### src/cslex_pkg.sv
`default_nettype none
// ----------------------------------------------------------------------------
// cslex_pkg
// Shared types, codes and character helpers of the C source lexer.
// ----------------------------------------------------------------------------
package cslex_pkg;

	// longest token length that is counted; longer tokens saturate
	localparam logic [7:0] LENGTH_LIMIT = 8'd255;

	// result queue between the lexer front and the output stage
	localparam int QUEUE_DEPTH = 4;
	localparam int QUEUE_AW    = $clog2(QUEUE_DEPTH);
	localparam int QUEUE_LW    = $clog2(QUEUE_DEPTH + 1);

	// number of keywords
	localparam int KW_COUNT = 6;

	// keyword indexes
	localparam logic [2:0] KW_IF     = 3'd0;
	localparam logic [2:0] KW_ELSE   = 3'd1;
	localparam logic [2:0] KW_WHILE  = 3'd2;
	localparam logic [2:0] KW_INT    = 3'd3;
	localparam logic [2:0] KW_CHAR   = 3'd4;
	localparam logic [2:0] KW_RETURN = 3'd5;

	// token classes
	localparam logic [2:0] CLS_KEYWORD  = 3'd0;
	localparam logic [2:0] CLS_OPERATOR = 3'd1;
	localparam logic [2:0] CLS_NUMBER   = 3'd2;
	localparam logic [2:0] CLS_STRING   = 3'd3;
	localparam logic [2:0] CLS_IDENT    = 3'd4;

	// input word kinds
	localparam logic KIND_BYTE = 1'b0;
	localparam logic KIND_END  = 1'b1;

	// characters with a meaning of their own
	localparam logic [7:0] CH_HASH   = 8'h23;
	localparam logic [7:0] CH_QUOTE  = 8'h22;
	localparam logic [7:0] CH_USCORE = 8'h5F;
	localparam logic [7:0] CH_DOT    = 8'h2E;
	localparam logic [7:0] CH_NL     = 8'h0A;
	localparam logic [7:0] CH_SLASH  = 8'h2F;
	localparam logic [7:0] CH_STAR   = 8'h2A;

	// lexer modes
	typedef enum logic [2:0] {
		MODE_IDLE,
		MODE_IDENT,
		MODE_NUMBER,
		MODE_STRING,
		MODE_SLASH,
		MODE_LINE,
		MODE_BLOCK
	} lex_mode_t;

	// input word
	typedef struct packed {
		logic       kind;
		logic [7:0] byte_req;
	} lex_in_t;

	// result word
	typedef struct packed {
		logic [2:0]  token_class;
		logic [2:0]  keyword_index;
		logic [15:0] start_line;
		logic [15:0] start_column;
		logic [31:0] start_offset;
		logic [7:0]  token_length;
		logic [7:0]  first_byte;
		logic        length_saturated;
		logic        unterminated;
		logic        last;
	} lex_out_t;

	// writes from the lexer front into the queue
	typedef struct packed {
		logic valid_a;
		logic valid_b;
	} lex_push_t;

	// queue status towards the front and the output stage
	typedef struct packed {
		logic                room;
		logic [QUEUE_LW-1:0] level;
	} lex_qstat_t;

	// single-character operators
	function automatic logic is_op(input logic [7:0] c);
		logic r;
		case (c) inside
			"+", "-", "*", "/", "<", ">", "=", "!", "&", "|",
			"(", ")", ",", ";", "{", "}", "[", "]": r = 1'b1;
			default: r = 1'b0;
		endcase
		return r;
	endfunction

	function automatic logic is_alpha(input logic [7:0] c);
		logic [7:0] l;
		l = c | 8'h20;
		return (l >= "a") && (l <= "z");
	endfunction

	function automatic logic is_digit(input logic [7:0] c);
		return (c >= "0") && (c <= "9");
	endfunction

	// keyword length
	function automatic logic [2:0] kw_len(input logic [2:0] k);
		logic [2:0] r;
		unique case (k)
			KW_IF:     r = 3'd2;
			KW_ELSE:   r = 3'd4;
			KW_WHILE:  r = 3'd5;
			KW_INT:    r = 3'd3;
			KW_CHAR:   r = 3'd4;
			KW_RETURN: r = 3'd6;
			default:   r = 3'd0;
		endcase
		return r;
	endfunction

	// keyword character at a position, left-aligned text
	function automatic logic [7:0] kw_char(input logic [2:0] k, input logic [2:0] i);
		logic [47:0] t;
		logic [47:0] s;
		unique case (k)
			KW_IF:     t = {"if", 32'd0};
			KW_ELSE:   t = {"else", 16'd0};
			KW_WHILE:  t = {"while", 8'd0};
			KW_INT:    t = {"int", 24'd0};
			KW_CHAR:   t = {"char", 16'd0};
			KW_RETURN: t = "return";
			default:   t = 48'd0;
		endcase
		s = t << {i, 3'b000};
		return s[47:40];
	endfunction

	// keywords that still agree with character c at position pos
	function automatic logic [KW_COUNT-1:0] kw_match(input logic [7:0] c,
		input logic [7:0] pos);
		logic [KW_COUNT-1:0] r;
		for (int k = 0; k < KW_COUNT; k++) begin
			r[k] = (pos < {5'd0, kw_len(3'(k))}) && (kw_char(3'(k), pos[2:0]) == c);
		end
		return r;
	endfunction

endpackage
`default_nettype wire

### src/cslex_front.sv
`default_nettype none
// ----------------------------------------------------------------------------
// cslex_front
// Lexer front: takes one input word, tracks mode and position, and
// produces up to two result words for the queue.
// ----------------------------------------------------------------------------
module cslex_front (
	input  wire logic               clk,
	input  wire logic               arst_n,
	input  wire logic               accept,
	input  wire cslex_pkg::lex_in_t src,
	output cslex_pkg::lex_push_t    push,
	output cslex_pkg::lex_out_t     word_a,
	output cslex_pkg::lex_out_t     word_b
);
	import cslex_pkg::*;

	lex_mode_t           mode_q, mode_d, start_mode;
	logic [15:0]         line_q, col_q, tok_line_q, tok_col_q;
	logic [31:0]         off_q, tok_off_q;
	logic [7:0]          tok_cnt_q, tok_first_q;
	logic                tok_over_q, star_q;
	logic [KW_COUNT-1:0] kw_q, kw_d;

	logic [7:0]  c;
	logic        is_end;
	logic        c_alpha, c_digit, c_ident, c_numch, c_op;
	logic [15:0] col_next;
	logic [7:0]  cnt_inc;
	logic        over_inc;
	logic        restart, flush_a, emit_b, grow_en, open_en, star_d;
	logic        kw_hit;
	logic [2:0]  kw_idx;

	// character classes of the incoming byte
	assign c        = src.byte_req;
	assign is_end   = (src.kind == KIND_END);
	assign c_alpha  = is_alpha(c);
	assign c_digit  = is_digit(c);
	assign c_ident  = c_alpha || c_digit || (c == CH_USCORE);
	assign c_numch  = c_digit || (c == CH_DOT);
	assign c_op     = is_op(c);
	assign col_next = (col_q != 16'hFFFF) ? col_q + 16'd1 : col_q;
	assign cnt_inc  = (tok_cnt_q < LENGTH_LIMIT) ? tok_cnt_q + 8'd1 : tok_cnt_q;
	assign over_inc = tok_over_q || (tok_cnt_q >= LENGTH_LIMIT);

	// mode entered by a byte that begins a new token
	always_comb begin
		if (c == CH_HASH)
			start_mode = MODE_LINE;
		else if (c == CH_QUOTE)
			start_mode = MODE_STRING;
		else if (c_alpha || c == CH_USCORE)
			start_mode = MODE_IDENT;
		else if (c_digit)
			start_mode = MODE_NUMBER;
		else if (c == CH_SLASH)
			start_mode = MODE_SLASH;
		else
			start_mode = MODE_IDLE;
	end

	// next mode
	always_comb begin
		mode_d = mode_q;
		if (is_end) begin
			mode_d = MODE_IDLE;
		end else begin
			unique case (mode_q)
				MODE_IDENT:  if (!c_ident) mode_d = start_mode;
				MODE_NUMBER: if (!c_numch) mode_d = start_mode;
				MODE_STRING: if (c == CH_QUOTE) mode_d = MODE_IDLE;
				MODE_SLASH: begin
					if (c == CH_SLASH)
						mode_d = MODE_LINE;
					else if (c == CH_STAR)
						mode_d = MODE_BLOCK;
					else
						mode_d = start_mode;
				end
				MODE_LINE:   if (c == CH_NL) mode_d = MODE_IDLE;
				MODE_BLOCK:  if (star_q && c == CH_SLASH) mode_d = MODE_IDLE;
				MODE_IDLE:   mode_d = start_mode;
				default:     mode_d = start_mode;
			endcase
		end
	end

	// per-mode actions: flush, restart, grow, star tracking
	always_comb begin
		restart = 1'b0;
		flush_a = 1'b0;
		grow_en = 1'b0;
		star_d  = star_q;
		if (is_end) begin
			flush_a = (mode_q == MODE_IDENT) || (mode_q == MODE_NUMBER) ||
			          (mode_q == MODE_STRING) || (mode_q == MODE_SLASH);
		end else begin
			unique case (mode_q)
				MODE_IDENT: begin
					grow_en = c_ident;
					flush_a = !c_ident;
					restart = !c_ident;
				end
				MODE_NUMBER: begin
					grow_en = c_numch;
					flush_a = !c_numch;
					restart = !c_numch;
				end
				MODE_STRING: begin
					grow_en = 1'b1;
					flush_a = (c == CH_QUOTE);
				end
				MODE_SLASH: begin
					if (c == CH_STAR) begin
						star_d = 1'b0;
					end else if (c != CH_SLASH) begin
						flush_a = 1'b1;
						restart = 1'b1;
					end
				end
				MODE_LINE: ;
				MODE_BLOCK: star_d = (c == CH_STAR);
				MODE_IDLE: restart = 1'b1;
				default:   restart = 1'b1;
			endcase
		end
	end

	assign emit_b  = restart && c_op && (c != CH_SLASH);
	assign open_en = restart && (c_op || c_ident || c == CH_QUOTE) && !c_digit
	                 ? 1'b1 : (restart && c_digit);

	// keyword tracking while a name is read
	always_comb begin
		kw_d = kw_q;
		if (!is_end && mode_q == MODE_IDENT && c_ident)
			kw_d = kw_q & kw_match(c, tok_cnt_q);
		else if (restart && (c_alpha || c == CH_USCORE))
			kw_d = kw_match(c, 8'd0);
	end

	// keyword decision for a finished name, lowest index wins
	always_comb begin
		kw_hit = 1'b0;
		kw_idx = KW_IF;
		for (int k = KW_COUNT - 1; k >= 0; k--) begin
			if (kw_q[k] && tok_cnt_q == {5'd0, kw_len(3'(k))} && !tok_over_q) begin
				kw_hit = 1'b1;
				kw_idx = 3'(k);
			end
		end
	end

	// pending token word
	always_comb begin
		word_a.keyword_index    = KW_IF;
		word_a.start_line       = tok_line_q;
		word_a.start_column     = tok_col_q;
		word_a.start_offset     = tok_off_q;
		word_a.token_length     = tok_cnt_q;
		word_a.first_byte       = tok_first_q;
		word_a.length_saturated = tok_over_q;
		word_a.unterminated     = 1'b0;
		word_a.last             = !emit_b;
		unique case (mode_q)
			MODE_IDENT: begin
				word_a.token_class   = kw_hit ? CLS_KEYWORD : CLS_IDENT;
				word_a.keyword_index = kw_hit ? kw_idx : KW_IF;
			end
			MODE_NUMBER: word_a.token_class = CLS_NUMBER;
			MODE_STRING: begin
				word_a.token_class = CLS_STRING;
				if (is_end)
					word_a.unterminated = 1'b1;
				else begin
					word_a.token_length     = cnt_inc;
					word_a.length_saturated = over_inc;
				end
			end
			default: word_a.token_class = CLS_OPERATOR;
		endcase
	end

	// operator word started by this byte
	always_comb begin
		word_b.token_class      = CLS_OPERATOR;
		word_b.keyword_index    = KW_IF;
		word_b.start_line       = line_q;
		word_b.start_column     = col_next;
		word_b.start_offset     = off_q;
		word_b.token_length     = 8'd1;
		word_b.first_byte       = c;
		word_b.length_saturated = 1'b0;
		word_b.unterminated     = 1'b0;
		word_b.last             = 1'b1;
	end

	assign push.valid_a = accept && flush_a;
	assign push.valid_b = accept && !is_end && emit_b;

	// lexer state
	always_ff @(posedge clk or negedge arst_n) begin
		if (!arst_n) begin
			mode_q      <= MODE_IDLE;
			line_q      <= 16'd1;
			col_q       <= 16'd0;
			off_q       <= 32'd0;
			tok_line_q  <= 16'd1;
			tok_col_q   <= 16'd0;
			tok_off_q   <= 32'd0;
			tok_cnt_q   <= 8'd0;
			tok_first_q <= 8'd0;
			tok_over_q  <= 1'b0;
			kw_q        <= '1;
			star_q      <= 1'b0;
		end else if (accept) begin
			if (is_end) begin
				mode_q      <= MODE_IDLE;
				line_q      <= 16'd1;
				col_q       <= 16'd0;
				off_q       <= 32'd0;
				tok_line_q  <= 16'd1;
				tok_col_q   <= 16'd0;
				tok_off_q   <= 32'd0;
				tok_cnt_q   <= 8'd0;
				tok_first_q <= 8'd0;
				tok_over_q  <= 1'b0;
				kw_q        <= '1;
				star_q      <= 1'b0;
			end else begin
				mode_q <= mode_d;
				kw_q   <= kw_d;
				star_q <= star_d;
				off_q  <= off_q + 32'd1;
				if (c == CH_NL) begin
					if (line_q != 16'hFFFF)
						line_q <= line_q + 16'd1;
					col_q <= 16'd0;
				end else begin
					col_q <= col_next;
				end
				if (open_en) begin
					tok_line_q  <= line_q;
					tok_col_q   <= col_next;
					tok_off_q   <= off_q;
					tok_cnt_q   <= 8'd1;
					tok_first_q <= c;
					tok_over_q  <= 1'b0;
				end else if (grow_en) begin
					tok_cnt_q  <= cnt_inc;
					tok_over_q <= over_inc;
				end
			end
		end
	end

endmodule
`default_nettype wire

### src/cslex_queue.sv
`default_nettype none
// ----------------------------------------------------------------------------
// cslex_queue
// Short result queue: takes up to two words a cycle from the front,
// hands one a cycle to the output stage when it asks for one.
// ----------------------------------------------------------------------------
module cslex_queue (
	input  wire logic                 clk,
	input  wire logic                 arst_n,
	input  wire cslex_pkg::lex_push_t push,
	input  wire cslex_pkg::lex_out_t  word_a,
	input  wire cslex_pkg::lex_out_t  word_b,
	input  wire logic                 pop,
	output cslex_pkg::lex_out_t       head,
	output cslex_pkg::lex_qstat_t     stat
);
	import cslex_pkg::*;

	lex_out_t            mem_q [QUEUE_DEPTH];
	logic [QUEUE_AW-1:0] wr_ptr_q, rd_ptr_q, wr_b;
	logic [QUEUE_LW-1:0] level_q;
	logic [QUEUE_LW-1:0] n_push;

	assign wr_b   = wr_ptr_q + QUEUE_AW'(push.valid_a);
	assign n_push = QUEUE_LW'(push.valid_a) + QUEUE_LW'(push.valid_b);

	// room for two words is needed before a new input word is taken
	assign stat.room  = (level_q <= QUEUE_LW'(QUEUE_DEPTH - 2));
	assign stat.level = level_q;
	assign head       = mem_q[rd_ptr_q];

	// storage
	always_ff @(posedge clk) begin
		if (push.valid_a)
			mem_q[wr_ptr_q] <= word_a;
		if (push.valid_b)
			mem_q[wr_b] <= word_b;
	end

	// pointers and fill level
	always_ff @(posedge clk or negedge arst_n) begin
		if (!arst_n) begin
			wr_ptr_q <= '0;
			rd_ptr_q <= '0;
			level_q  <= '0;
		end else begin
			wr_ptr_q <= wr_ptr_q + QUEUE_AW'(n_push);
			if (pop)
				rd_ptr_q <= rd_ptr_q + QUEUE_AW'(1);
			level_q <= level_q + n_push - QUEUE_LW'(pop);
		end
	end

endmodule
`default_nettype wire

### src/cslex_back.sv
`default_nettype none
// ----------------------------------------------------------------------------
// cslex_back
// Output stage: registers the queue head onto the result channel and
// holds it while the receiver stalls.
// ----------------------------------------------------------------------------
module cslex_back (
	input  wire logic                  clk,
	input  wire logic                  arst_n,
	input  wire cslex_pkg::lex_out_t   head,
	input  wire cslex_pkg::lex_qstat_t stat,
	output logic                       pop,
	output logic                       out_valid,
	input  wire logic                  out_stall,
	output cslex_pkg::lex_out_t        out_word
);
	import cslex_pkg::*;

	logic     valid_q;
	lex_out_t word_q;

	// load when the register is empty or its word is being taken
	assign pop       = (stat.level != '0) && (!valid_q || !out_stall);
	assign out_valid = valid_q;
	assign out_word  = word_q;

	// output valid
	always_ff @(posedge clk or negedge arst_n) begin
		if (!arst_n)
			valid_q <= 1'b0;
		else if (pop)
			valid_q <= 1'b1;
		else if (!out_stall)
			valid_q <= 1'b0;
	end

	// output word
	always_ff @(posedge clk) begin
		if (pop)
			word_q <= head;
	end

endmodule
`default_nettype wire

### src/c_source_lexer.sv
`default_nettype none
// ----------------------------------------------------------------------------
// c_source_lexer
// C source lexer: one source byte per word in, one token per word out.
// ----------------------------------------------------------------------------
// Input channel src_*: a word is a source byte (kind 0) or an end-of-text
// mark (kind 1) that flushes a pending token and returns line, column and
// offset to the start of a new text.
// Output channel tok_*: one word per token with class, keyword index, start
// position, length and first byte; last marks the final word of an input.
// A byte gives no, one or two tokens (a name, number or slash ended by an
// operator).
// Path: the byte ending a token writes it into the queue at the edge that
// accepts the byte; the output register then loads it from the queue and
// raises tok_valid, once the register is empty or its word is being taken.
// Throughput: one byte per cycle; the lexer front updates mode, position and
// keyword match in a single step. The output side carries one token per
// cycle, so src_stall rises while the four-entry queue holds more than two
// tokens, which only a run of two-token bytes or a stalled receiver causes.
// Reset: all lexer state returns to line 1, column 0, offset 0, no pending
// token, empty queue and no output word.
// Receiver stall: the output word holds, the queue fills and the source is
// stalled in turn; no word is lost.
// ----------------------------------------------------------------------------
module c_source_lexer (
	input  wire logic                clk,
	input  wire logic                arst_n,
	input  wire logic                src_valid,
	output logic                     src_stall,
	input  wire cslex_pkg::lex_in_t  src_word,
	output logic                     tok_valid,
	input  wire logic                tok_stall,
	output cslex_pkg::lex_out_t      tok_word
);
	import cslex_pkg::*;

	lex_push_t  push;
	lex_out_t   word_a, word_b, head;
	lex_qstat_t stat;
	logic       accept, pop;

	assign src_stall = !stat.room;
	assign accept    = src_valid && !src_stall;

	// lexer front
	cslex_front u_front (
		.clk    (clk),
		.arst_n (arst_n),
		.accept (accept),
		.src    (src_word),
		.push   (push),
		.word_a (word_a),
		.word_b (word_b)
	);

	// result queue
	cslex_queue u_queue (
		.clk    (clk),
		.arst_n (arst_n),
		.push   (push),
		.word_a (word_a),
		.word_b (word_b),
		.pop    (pop),
		.head   (head),
		.stat   (stat)
	);

	// output register
	cslex_back u_back (
		.clk       (clk),
		.arst_n    (arst_n),
		.head      (head),
		.stat      (stat),
		.pop       (pop),
		.out_valid (tok_valid),
		.out_stall (tok_stall),
		.out_word  (tok_word)
	);

`ifndef SYNTH
	a_queue_bound: assert property (@(posedge clk) disable iff (!arst_n)
		stat.level <= QUEUE_LW'(QUEUE_DEPTH))
		else $error("result queue over its depth");

	a_no_pop_empty: assert property (@(posedge clk) disable iff (!arst_n)
		(stat.level == '0) |-> !pop)
		else $error("output stage loaded from an empty queue");

	a_push_on_accept: assert property (@(posedge clk) disable iff (!arst_n)
		(push.valid_a || push.valid_b) |-> accept)
		else $error("token written without an accepted input word");

	a_pair_last: assert property (@(posedge clk) disable iff (!arst_n)
		(push.valid_a && push.valid_b) |-> (!word_a.last && word_b.last))
		else $error("wrong last flag on a two-token byte");
`endif

endmodule
`default_nettype wire

### config.mk
export PLATFORM = sky130hd
export DESIGN_NAME = c_source_lexer
export DESIGN_NICKNAME = d
export VERILOG_FILES = /design/src/cslex_pkg.sv /design/src/cslex_front.sv /design/src/cslex_queue.sv /design/src/cslex_back.sv /design/src/c_source_lexer.sv
export SDC_FILE = /design/constraint.sdc
export NUM_CORES = 1
export LEC_CHECK = 0
export BUFFER_PORTS_ARGS = -buffer_cell sky130_fd_sc_hd__buf_2
export CORE_MARGIN = 5
export CORE_UTILIZATION = 45
export CTS_CLUSTER_DIAMETER = 40
export DETAILED_ROUTE_END_ITERATION = 6
export GPL_ROUTABILITY_DRIVEN = 0
export HOLD_SLACK_MARGIN = 0.1
export MAX_ROUTING_LAYER = met4
export PLACE_DENSITY = 0.67
export SYNTH_ARGS = -nofsm -noshare
export SYNTH_HDL_FRONTEND = slang
export SYNTH_SLANG_ARGS = --single-unit
### constraint.sdc
create_clock -name clk -period 8.1 [get_ports clk]
set_input_delay 0.81 -clock clk [delete_from_list [all_inputs] [get_ports clk]]
set_output_delay 0.81 -clock clk [all_outputs]
set_load 0.01 [all_outputs]
# == Word-level counts from Yosys, hierarchy flattened ==
# Memory sizes are Yosys's and may differ from the RTL's. A register that Yosys moved wholly into a read port is not among the register bits.
# Index checks and enable logic that the tools add are counted.
# word_totals
latchBits,0
memories,1
elab_cells,294
ram_bits,356
output_inout_bits,91
romBits,0
reg_bits,163
# op_classes
n_div,0
n_eq_ne,56
n_bitwise,1
n_reduce_logical,75
n_mul,0
addsub,10
order_cmp,17
shifts,6
n_mux,112
# memory_table
name,depth,word_bits,rd,rd_clocked_by_memory_dff,write_ports,line,text
u_queue.mem_q,4,89,1,1,2,cslex_queue.sv:19,lex_out_t mem_q [QUEUE_DEPTH];
# ops
cell,count
48-bit two-way mux,18
48-bit by 6-bit << shifter with 48-bit output,6
16-bit two-way mux,10
"8-bit by 6-bit equality test with 1-bit output, second input constant",16
3-bit two-way mux,37
8-bit equality test,12
32-bit two-way mux,3
8-bit two-way mux,8
"8-bit by 7-bit equality test with 1-bit output, second input constant",6
1-bit logical AND,40
8-bit by 3-bit less-than comparator with 1-bit output,5
"16-bit by 1-bit adder with 16-bit output, second input constant",2
"32-bit by 1-bit adder with 32-bit output, second input constant",1
"16-bit inequality test, second input constant",2
1-bit two-way mux,26
"8-bit by 3-bit equality test with 1-bit output, second input constant",3
6-bit two-way mux,3
3-bit one-hot mux with 6 select lines,1
18-bit OR reduction,1
"8-bit by 2-bit equality test with 1-bit output, second input constant",2
"1-bit by 3-bit less-than comparator with 1-bit output, first input constant",5
3-bit nonzero test,4
1-bit logical OR,11
"3-bit equality test, second input constant",3
33 further kinds,52

# == Depth between registers and ports, before layout ==
# depth
ltp_word,15
depth_mapped,17
ltp_nobuf,12

# == By module ==
# From an unflattened synthesis, not the netlist that was laid out.
# hier_totals
hier_cells,2083
hier_area_um2,29898.7
# modules_own_cells
module,area_per_inst_um2,n_inst,cells_each,seq_area_each_um2
cslex_queue,17964.7,1,901,10865.4
cslex_front,9203.8,1,1086,3888.7
cslex_back,2720.1,1,94,2697.6
c_source_lexer,10.0,1,2,0.0

# == Least setup slack after synthesis ==
# No wires, ideal clock.
# synth_path
path_type,input port to flip-flop
start,input tok_stall
end,register u_queue.level_q[1]
setup_time_ps,136
slack_ps,1286
arrival_time_ps,6679
path_buffers,0
cell_stages,5
path_cell_list,a21oi_1 > ha_1 > inv_1 > ha_1 > fa_1
# synth_between
elab_chain_len,4
# synth_rtl
element,line,text
"start, declared",c_source_lexer.sv:32,"input wire logic tok_stall,"
1-bit logical NOT,cslex_back.sv:23,assign pop = (stat.level != '0) && (!valid_q || !out_stall);
1-bit logical OR,cslex_back.sv:23,
1-bit logical AND,cslex_back.sv:23,
3-bit by 1-bit subtractor with 3-bit output,cslex_queue.sv:50,level_q <= level_q + n_push - QUEUE_LW'(pop);
"end signal, assigned",cslex_queue.sv:50,
"end, declared",cslex_queue.sv:21,logic [QUEUE_LW-1:0] level_q;
# No other way between the ends.
# A chain may end at the register's enable or synchronous reset.

==> results <==
- The run finished with clean final reports.
- The proportion of synthesized flip-flops having asynchronous set or reset is 0.268.
- The number of antenna violations at the first check in global routing is 0.
- Between clock sinks in the finished design, the worst skew comes to 0.0225 ns.
- The number of clock buffers inserted by TritonCTS is 87.
- In this run the vertical extent of the chip is 260 µm.
- The number of global-route vias before repair is 20.0k.
- The cell sitting at the root of the clock tree is a clkbuf_16.
- The half-perimeter wire length of the detailed placement result is 41.5 mm.
- In the global route stage, overall resource usage came out at 0.226.
- The core footprint is 0.0618 mm².
- After the last flow step, the layout net total stands at 2374.
- Of the synthesized area, sequential elements account for 0.595.
- Of all nets on the critical path, the largest fanout is 52.
- In this run the post-CTS setup repair buffer count came out at 0.
- The fraction of synthesized cell area in xor and xnor cells is 0.0193.
- The clock transition time at the flip-flop clock pins of the worst setup and hold paths is 0.05 ns.
- The max-cap check violation count is 0.
- In this run, synthesis inferred 377 flip-flops with an integrated enable.
- The multi-input combinational cells in the finished layout cover a total of 0.0104 mm².
- The initial utilization of the core area, before any placement, comes to 0.456.
- The final number of max-transition violations is 0.
- The pin count of the biggest net entering global routing is 91.
- Adding up every negative setup slack in the final design gives 0 ns.
- Prior to clock tree synthesis, the placed netlist has a worst setup slack of 1.70 ns.
- Signal routing reaches up to met4.
- The number of cells produced by synthesis is 2332.
- The average footprint of a synthesized cell is 12.1 µm².
- After detailed routing, the number of vias per cell comes to 6.08.
- The H-tree was split into 3 levels.
- In this run the remaining antenna-violating nets after routing total 0.
- The post-synthesis cell area is 0.0282 mm².
- The launching point of the worst reg2reg path is u_front.mode_q[2]$_DFFE_PN0P_.
- For this design, the sink count on the clock tree is 608.
- In this run, post-CTS hold repair placed 0 buffers.
- The count of buffers added on input and output ports is 103.
- The library cell occupying the most area in the post-synthesis netlist is edfxtp_1.
- For this design the ratio of total power to cell area is 331 mW/mm².
- The static leakage is 12.0 nW.
- The insertion delay of the later-clocked pin in the worst-skew pair is 0.63 ns.
- The number of nets in the synthesized netlist is 2363.
- The number of buffers between clock root and the deepest sink is 3.
- The flip-flop and latch area is 0.0168 mm².
- The die covers 0.0677 mm².
- After detailed routing, the met3 layer carries 5.40 mm of wire.
- The endpoint kind of the worst setup timing path is a flop.
- Among all flip-flop cells after synthesis, the most frequent one is edfxtp_1.
- Based on the critical path, the design can be clocked at up to 172 MHz.
- Setup repair after global routing left no endpoint under its margin.
- Fill cells in the final layout number 5175.
- The Yosys step of the flow raised 0 warnings.
- The worst setup path is of the primary input to flop kind.
- The most frequent cell after synthesis is edfxtp_1.
- The growth of design area from synthesis to finish is 14.4%.
- The final-report setup violation count is 0.
- After detailed routing, the number of remaining DRC violations is 0.
- The number of hold violations in the final report came to 0.
- Sorting the synthesized cells by area gives the leading types as edfxtp_1, dfrtp_1, mux4_2.
- The number of resized instances in the post-cts repair step is 0.
- The detailed router put a total of 30.2 mm of wire on met1.
- Wires add up to 74.8 mm.
- The signal arrival time at the worst endpoint is 6.10 ns.
- Ranked by instance count, the synthesized netlist is headed by edfxtp_1, nand2_1, a22o_1, dfrtp_1, nor2_1.
- Of the available clock period, the critical path in the final layout requires 0.719.
- The peak ir drop on the vdd network is 0.000239 V.
- The flip-flop and latch count after synthesis is 608.
- 0 antenna diodes ended up in the layout.
- The path class of the lowest-slack min-delay path is primary input to asynchronous set/reset pin.
- The complex-gate fraction of the synthesized area came to 0.138.
- Row generation in the floorplan step produced 91 rows.
- The TritonCTS clock tree is yes.
- For this block, the initial DRC count from the detailed router was 2187.
- The via total after detailed routing is 19.8k.
- The x dimension of the die is 260 µm.
- The nature of the critical path startpoint is a primary input.
- Setup slack closes at 2.28 ns.
- The worst slew margin relative to its limit is 0.176.
- The adder-cell share of the synthesized area is 0.00826.
- For this run, the detailed router's first-pass iteration total came to 6.
- The fraction of post-synthesis cell area in the top cell type by area is 0.402.
- The global-route wire length before repair is 117 mm.
- Dividing the detail-routed wire length by the instance count gives 23.0 µm.
- The most critical setup path has its startpoint at src_word[4].
- The share of layout cells above drive strength 1 is 0.181.
- The simple-gate portion of the synthesized area is 0.121.
- The netlist uses 82 different library cells.
- After layout, the minimum clock period comes to 5.82 ns.
- By area, the combinational part of the netlist is dominated by compound AO/OA/AOI/OAI gates.
- The required arrival time at the worst endpoint is 8.38 ns.
- The transition time of the tightest slew-check pin is 1.23 ns.
- The number of top-level pins is 104.
- After synthesis, the share of cell area in mux cells is 0.0797.
- The total congestion overflow after global routing is 0.
- The met2 wire length is 37.0 mm.
==> sequential cells by signal, indices dropped and copies added, names as in the netlist, 2 cells and up <==
| signal | cells |
|---|---|
| u_front.line_q | 16 |
| u_back.out_word | 89 |
| u_front.off_q | 32 |
| u_front.mode_q | 3 |
| u_queue.rd_ptr_q | 2 |
| u_front.tok_line_q | 16 |
| u_front.kw_q | 6 |
| u_front.tok_first_q | 8 |
| u_front.tok_off_q | 32 |
| u_queue.wr_ptr_q | 2 |
| u_front.col_q | 16 |
| u_queue.mem_q | 356 |
| u_queue.level_q | 3 |
| u_front.tok_cnt_q | 8 |
| u_front.tok_col_q | 16 |
==> through the flow <==
step | power (W) | instance area [µm²] | std cells | hold slack [ns] | utilization
final | 0.0107 | 32200 | 3254 | 0.310 | 0.521
after detailed placement | 0.00684 | 29200 | 3091 | 0.449 | 0.472
after CTS | 0.0108 | 32200 | 3254 | 0.328 | 0.521
after global routing | 0.0111 | 32200 | 3254 | 0.383 | 0.521
after floorplan | 0.00594 | 28200 | 2332 | 0.431 | -
after global placement | 0.00676 | 29200 | 3091 | 0.438 | 0.472
==> power breakdown <==
| group | internal (W) | switching [W] | total [W] |
|---|---|---|---|
| registers | 0.00399 | 0.000372 | 0.00437 |
| logic | 0.000927 | 0.00147 | 0.00240 |
| clock network | 0.00241 | 0.00149 | 0.00390 |
| total | 0.00733 | 0.00333 | 0.0107 |
==> layout by cell type, fill, tap and decap left out, drive strengths merged, types with 68 or more instances in the layout <==
| cell | instances |
|---|---|
| a22o | 192 |
| buf | 138 |
| clkbuf | 96 |
| dfrtp | 155 |
| dfxtp | 68 |
| edfxtp | 377 |
| mux4 | 89 |
| nand2 | 315 |
| nand3 | 121 |
| nor2 | 133 |
| o21ai | 153 |
==> critical path, cell delays in order <==
cell       delay, ns
buf_2           0.23
nor4b_4         0.53
and4_1          0.43
o32ai_2         0.22
o311ai_2        0.48
inv_1           0.14
ha_1            0.40
or3_1           0.39
a2111oi_1       0.82
nand2_1         0.12
buf_4           0.33
nand2_4         0.70
buf_4           0.47
==> routing by layer <==
metal / up-vias / global-route usage
met2: 835 / 0.367
li1: 8823 / -
met1: 9990 / 0.291
met3: 149 / 0.0367
met4: 0 / 0.0829
met5: - / -
==> worst paths after layout <==
check                                               endpoint  slack, ns  depth (start not counted)
setup reg to reg              u_queue.mem_q[2][55]$_DFFE_PP_       2.49                         12
max in group asynchronous    u_queue.rd_ptr_q[0]$_DFFE_PN0P_       6.03                          2
min in group clk                u_back.out_valid$_DFFE_PN0P_       0.45                          3
hold / removal              u_front.tok_off_q[1]$_DFFE_PN0P_       0.31                          1
setup / recovery              u_queue.mem_q[2][55]$_DFFE_PP_       2.28                         13
hold reg to reg            u_queue.mem_q[2][84]$_SDFFE_PP0P_       0.46                          2
==> layout make-up <==
| type | instances | share of cell area |
|---|---|---|
| timing repair buffer | 138 | 0.0243 |
| clock buffer | 96 | 0.0712 |
| tap | 837 | 0.0325 |
| sequential | 608 | 0.521 |
| clock inverter | 67 | 0.0235 |
| multi-input combinational | 1471 | 0.324 |
| inverter | 37 | 0.00431 |
==> cells by family (layout without fill, tap and decap cells) <==
| kind of cell | after synthesis | after routing |
|---|---|---|
| buf+inv | 253 | 338 |
| simple gates | 733 | 733 |
| compound gates | 546 | 546 |
| fa+ha+maj | 18 | 18 |
| xor+xnor | 62 | 62 |
| mux | 112 | 112 |
| flops | 608 | 608 |
Note: power is estimated with default switching activity, not from simulation.
